## src/hdl/pps_pkg.sv

```systemverilog
// Shared types and constants for the pure-pursuit steering block.
package pps_pkg;

  typedef enum logic [1:0] {
    ACT_CLEAR  = 2'd0,
    ACT_APPEND = 2'd1,
    ACT_POSE   = 2'd2,
    ACT_NONE   = 2'd3
  } action_e;

  localparam int unsigned CFG_IDX_W = 2;
  localparam logic [CFG_IDX_W-1:0] REG_LOOK_AHEAD = 2'd0;
  localparam logic [CFG_IDX_W-1:0] REG_GOAL_TOL   = 2'd1;
  localparam logic [CFG_IDX_W-1:0] REG_MAX_SPEED  = 2'd2;

  localparam logic [30:0] LOOK_AHEAD_RST = 31'd32768;
  localparam logic [30:0] GOAL_TOL_RST   = 31'd6554;
  localparam logic [30:0] MAX_SPEED_RST  = 31'd19661;

  localparam int unsigned TRIG_BITS = 14;

  typedef struct packed {
    logic [1:0]         action;
    logic signed [31:0] pos_x;
    logic signed [31:0] pos_y;
    logic signed [15:0] heading_cos;
    logic signed [15:0] heading_sin;
  } in_item_t;

  typedef struct packed {
    logic               goal_reached;
    logic               path_empty;
    logic signed [31:0] linear_cmd;
    logic signed [31:0] angular_cmd;
    logic signed [31:0] carrot_x;
    logic signed [31:0] carrot_y;
  } out_item_t;

  // controller -> datapath
  typedef struct packed {
    logic load;     // capture input item
    logic clr;      // clear path
    logic app;      // append waypoint
    logic rd;       // issue memory read at index
    logic scan;     // evaluate read entry against look-ahead
    logic sel_fin;  // compute carrot rotation / goal for selected entry
    logic rot2;     // second rotation step
    logic d2;       // compute d^2
    logic div_go;   // start divider
    logic finish;   // build result
    logic empty;    // build empty result
  } cmd_t;

  // datapath -> controller
  typedef struct packed {
    logic [1:0] action;
    logic       path_empty;
    logic       last;     // index is last stored entry
    logic       hit;      // entry at or beyond look-ahead
    logic       no_div;   // goal reached or d^2 at or below threshold
    logic       div_done;
  } sts_t;

endpackage

```

## src/hdl/pps_ctrl.sv

```systemverilog
// Controller: sequences clear, append and pose computation.
module pps_ctrl (
  input  logic          clk_i,
  input  logic          rst_ni,
  input  logic          in_valid_i,
  output logic          in_ready_o,
  output logic          out_valid_o,
  input  logic          out_ready_i,
  input  pps_pkg::sts_t sts_i,
  output pps_pkg::cmd_t cmd_o
);
  import pps_pkg::*;

  typedef enum logic [10:0] {
    S_IDLE = 11'b000_0000_0001,
    S_DEC  = 11'b000_0000_0010,
    S_RD   = 11'b000_0000_0100,
    S_WAIT = 11'b000_0000_1000,
    S_SCAN = 11'b000_0001_0000,
    S_CHK  = 11'b000_0010_0000,
    S_ROT  = 11'b000_0100_0000,
    S_ROT2 = 11'b000_1000_0000,
    S_D2   = 11'b001_0000_0000,
    S_DIV  = 11'b010_0000_0000,
    S_FIN  = 11'b100_0000_0000
  } state_e;

  state_e st_q, st_d;
  logic   ov_q, ov_d;

  always_comb begin
    st_d = st_q;
    ov_d = ov_q;
    cmd_o = '0;
    if (ov_q && out_ready_i) ov_d = 1'b0;
    case (st_q)
      S_IDLE: if (in_valid_i) begin
        cmd_o.load = 1'b1;
        st_d = S_DEC;
      end
      S_DEC: begin
        case (sts_i.action)
          ACT_CLEAR:  begin cmd_o.clr = 1'b1; st_d = S_IDLE; end
          ACT_APPEND: begin cmd_o.app = 1'b1; st_d = S_IDLE; end
          ACT_POSE:   begin
            if (sts_i.path_empty) begin
              if (!ov_q) begin
                cmd_o.empty = 1'b1; ov_d = 1'b1; st_d = S_IDLE;
              end
            end else st_d = S_RD;
          end
          default: st_d = S_IDLE;
        endcase
      end
      S_RD:   begin cmd_o.rd = 1'b1; st_d = S_WAIT; end
      S_WAIT: begin cmd_o.scan = 1'b1; st_d = S_CHK; end
      S_SCAN: st_d = S_RD;
      S_CHK:  st_d = (sts_i.hit || sts_i.last) ? S_ROT : S_RD;
      S_ROT:  begin cmd_o.sel_fin = 1'b1; st_d = S_ROT2; end
      S_ROT2: begin cmd_o.rot2 = 1'b1; st_d = S_D2; end
      S_D2:   begin cmd_o.d2 = 1'b1; st_d = S_DIV; end
      S_DIV:  begin
        if (sts_i.no_div) st_d = S_FIN;
        else begin cmd_o.div_go = 1'b1; st_d = S_SCAN; end
      end
      S_FIN:  if (!ov_q) begin
        cmd_o.finish = 1'b1; ov_d = 1'b1; st_d = S_IDLE;
      end
      default: st_d = S_IDLE;
    endcase
    // divider wait reuses S_SCAN slot
    if (st_q == S_SCAN) st_d = sts_i.div_done ? S_FIN : S_SCAN;
  end

  always_ff @(posedge clk_i or negedge rst_ni) begin
    if (!rst_ni) begin
      st_q <= S_IDLE;
      ov_q <= 1'b0;
    end else begin
      st_q <= st_d;
      ov_q <= ov_d;
    end
  end

  assign in_ready_o  = (st_q == S_IDLE);
  assign out_valid_o = ov_q;
endmodule

```

## config.mk

```make
export PLATFORM = sky130hd
export DESIGN_NAME = pps_ctrl
export DESIGN_NICKNAME = d
export VERILOG_FILES = /design/src/hdl/pps_pkg.sv /design/src/hdl/pps_ctrl.sv
export SDC_FILE = /design/constraint.sdc
export NUM_CORES = 1
export LEC_CHECK = 0
export ABC_AREA = 1
export BUFFER_PORTS_ARGS = -buffer_cell sky130_fd_sc_hd__buf_2
export CORE_AREA = 2 2 45 47
export CTS_CLUSTER_SIZE = 8
export DETAILED_ROUTE_END_ITERATION = 12
export DIE_AREA = 0 0 47 49
export PLACE_DENSITY = 0.73
export SLEW_MARGIN = 20
export SYNTH_ARGS = -nofsm -noshare
export SYNTH_HDL_FRONTEND = slang
export SYNTH_SLANG_ARGS = --single-unit
```

## constraint.sdc

```tcl
create_clock -name clk_i -period 2.78 [get_ports clk_i]
set_input_delay 0.278 -clock clk_i [delete_from_list [all_inputs] [get_ports clk_i]]
set_output_delay 0.278 -clock clk_i [all_outputs]
set_load 0.01 [all_outputs]
```

### After elaboration in Yosys (flattened, before gate mapping)

Cells that the tools add are included.

* eq/ne operators: 14
* mux-type cells: 31
* reductions and logical operators: 3

Operator list (number)
* $pmux 11 s10: 1
* $mux 11: 7
* $mux 1: 20
* $eq 11x1->1 const B: 1
* $eq 11x10->1 const B: 1
* $eq 11x11->1 const B: 1
* $eq 11x2->1 const B: 1
* $eq 11x3->1 const B: 1
* $eq 11x4->1 const B: 1
* $eq 11x5->1 const B: 1
* $eq 11x6->1 const B: 1
* $eq 11x7->1 const B: 1
* $eq 11x8->1 const B: 1
* $eq 11x9->1 const B: 1
* $mux 7: 1
* $ne 3x2->1 const B: 1
* $eq 2x1->1 const B: 1
* $eq 2x2->1 const B: 1
* $logic_not 2->1: 1
* $mux 2: 1
* $pmux 1 s2: 1
* $logic_and 1x1->1: 1
* $logic_or 1x1->1: 1

* register bits: 12
* bits of input ports: 11
* logic and storage cells: 50

### Logic depth before layout (Yosys ltp)

* word-level depth: 6
* gate-level depth with buffers: 10

### Least setup slack after synthesis

Ideal clock, no wire load.

* path type: flip-flop to output port
* start: register st_q[10]
* end: output cmd_o[8] (netlist name)
* arrival time: 1.147 ns
* data required time: 2.502 ns
* slack: 1.355 ns
* cell stages (with the launch flop): 6
* path buffers: 0
* path through: dfrtp_1 > nor2_2 > nand2_2 > nor2_8 > nand2_4 > nor3b_1

RTL lines
* start, declared: RTL line pps_ctrl.sv:28 `state_e st_q, st_d;`
* start signal, assigned: RTL line pps_ctrl.sv:80 `st_q <= st_d;`
* end, declared: RTL line pps_ctrl.sv:10 `output pps_pkg::cmd_t cmd_o`

==> qor.log <==
INFO  floorplanning  rows=16
INFO  route          detail_route.first_pass.iterations=4
INFO  synth          postSynth.asyncResetShare=100%
INFO  synth          synth_top_flop_cell=dfrtp_1
INFO  clock_network  cts_post_setup_buffers_inserted=0
INFO  route          antenna_left=0
INFO  place          dp_hpwl=1420µm
INFO  pwr            power_per_cell_area=740nW/µm²
INFO  synth          synth.top_cell.area_share=32.6%
INFO  route          dr_total_vias=829
INFO  sta            worst-slew-pin-transition=0.272ns
INFO  clock_network  numCtsBuffers=3
INFO  route          drc=0
INFO  setup_path     crit_path_end_kind=primary output
INFO  pwr            power_leakage=0.688nW
INFO  grt            remaining_global_route_overflow=0
INFO  floorplanning  die_y=49µm
INFO  hold_path      class_of_the_tightest_hold_or_removal_check=in2reg
INFO  synth          synth_cells=125
INFO  floorplanning  design.portCount=24
INFO  route          drt_iter0_drc=20
INFO  place          portBuffers=23
INFO  synth          synthMostInstantiatedCell=nand2_1
INFO  sta            hold_viol=0
INFO  grt            initial_antenna_violation_count=0
INFO  clock_network  insertion_delay_to_the_later_sink_of_the_worst_skew_pair=0.27ns
INFO  synth          synth.ff_latch_count=12
INFO  clock_network  cts_num_sinks=12
INFO  floorplanning  die_area=2300µm²
INFO  synth          syn-mean-instance-area=6.75µm²
INFO  place          post-place-cells=175
INFO  setup_path     path_buf_inv=2
INFO  clock_network  post_cts_hold_buffer_count=1
INFO  setup_path     critical_path.startpoint_type=flop
INFO  clock_network  cts.root.buffer_cell=clkbuf_4
INFO  floorplanning  floorplan.initialDensity=45.8%
INFO  setup_path     worstPathRequired=2.50ns
INFO  sta            clock_skew=0.00446ns
INFO  final_layout   drive_above_1_share=32.0%
INFO  clock_network  cts.clk_slew.worst_paths=0.08ns
INFO  final_layout   synthToLayoutAreaGrowth=23.1%
INFO  sta            period_share=67.1%
INFO  floorplanning  core-area=1840µm²
INFO  sta            timing_max_transition_violations_final=0
INFO  grt            grt_first_pass_wirelength=2860µm
INFO  route          wl=1740µm
INFO  flow_run       max_cap_violations=0
INFO  setup_path     highest_delay_cell_along_the_critical_path=dfrtp_1
INFO  sta            fin_tns_setup=0ns
INFO  setup_path     path_class=reg2out
INFO  sta            timing.max_slew.rel_slack=81.8%
INFO  setup_path     maximum_fanout_along_the_worst_path=5
INFO  synth          mappedNetlistArea=843µm²
INFO  synth          ys_top_cells_by_area=dfrtp_1, nand2_1, inv_1
INFO  run_status     status=finished, final reports clean
INFO  synth          synth.yosys.warnings=0
INFO  pwr            worst_ir_drop_vdd=0.000557V
INFO  clock_network  tritoncts=built
INFO  sta            report.final.setup_viol=0
INFO  grt            total_routing_usage_gr=16.9%
INFO  setup_path     cp_delay_by_family_top=simple AND/OR/NAND/NOR gates
INFO  sta            rsz0062_at_grt=false
INFO  setup_path     cp_slowest_stage_delay=0.43ns
INFO  route          routed_via_density=4.61
INFO  place          gp_congestion=0.838
INFO  synth          synth_largest_area_cell=dfrtp_1
INFO  final_layout   layout.cells.non_filler=180
INFO  synth          ys_types=22
INFO  grt            maximum_number_of_pins_on_one_net_before_global_route_repair=13
INFO  clock_network  max-clock-path-buffers=2
INFO  clock_network  cts.htree.levels=1
INFO  synth          post_synth_most_frequent_cells=nand2_1, inv_1, nor2_1
INFO  floorplanning  die_x=47µm
INFO  grt            first_global_vias=705
INFO  route          avgRoutedWirePerCell=9.67µm
INFO  sta            finalWorstPathRequiredPeriod=1.86ns
INFO  final_layout   antennaDiodeCount=0
INFO  setup_path     crit_path_cell_chain=nor2_2 > inv_2 > nor2_1 > nand2_4 > nor3b_1 > buf_2
INFO  synth          seq_area_frac_synth=35.8%
INFO  sta            max_freq=536MHz
INFO  synth          syn-num-nets=136
INFO  clock_network  cts_resized=0
INFO  setup_path     worst-endpoint-arrival=1.59ns
INFO  final_layout   design.final.nets=165
INFO  synth          post_synth_edffs=0
[metal layers]
layer | track usage [%] | share of wire [%]
met3 | 3.33 | 4.4
met2 | 26.5 | 51
met1 | 23.3 | 44
met5 | 0 | 0
met4 | 4.17 | 0.46
[cell usage in the layout (no fill, tap or decap), types with 3 or more instances in the layout]
cell and instances:
nand2_1 31, inv_1 24, buf_2 23, nor2_1 20
dfrtp_1 11, inv_2 5, nor2_2 4, nor3_1 4
nand2_2 4, nand3_1 3, a21oi_1 3, clkbuf_4 3
[flip-flops by register name (all words and copies together), names as in the netlist]
signal	flops
out_valid_o	1
st_q	11
[stage by stage]
step	total power, mW	utilization [%]	worst slack (ns)	cell area, µm²	hold slack [ns]
2_1_floorplan	0.547	-	1.35	843	-0.0176
3_3_place_gp	0.622	53.9	1.31	992	0.174
3_5_place_dp	0.631	53.9	1.25	992	0.176
4_1_cts	0.772	56.4	0.936	1040	0.166
5_1_grt	0.835	56.4	0.785	1040	0.163
6_report	0.768	56.4	0.916	1040	0.164
[path summary, 6_finish.rpt]
kind	start	endpoint	slack (ns)	depth (start not counted)
min in group asynchronous	rst_ni	out_valid_o	0.43	2
min reg2reg	st_q[2]	st_q[5]	0.64	3
min	out_ready_i	out_valid_o	0.16	2
max	st_q[2]	cmd_o[8]	0.92	6
max reg2reg	st_q[0]	st_q[1]	1.32	9
max in group asynchronous	rst_ni	st_q[0]	2.08	2
[logic make-up after synthesis]
family	Yosys count	synth area share [%]
buffers and inverters	29	12.9
DFF	12	35.8
AOI/OAI and AO/OA	9	6.83
and+or+nand+nor	75	44.5
[where the power goes]
group | internal (mW) | switching [mW] | leakage, nW
registers | 0.208 | 0.0260 | 0.163
logic | 0.143 | 0.251 | 0.504
clock network | 0.0795 | 0.0612 | 0.0210
[area by class of cell]
type | count | area (µm²)
Sequential cell | 12 | 302
Inverter | 29 | 109
Clock buffer | 4 | 36.3
Multi-Input combinational cell | 84 | 433
Fill cell | 191 | 803
Timing Repair Buffer | 24 | 125
Tap cell | 27 | 33.8
Power figures use the tool's default switching activity.
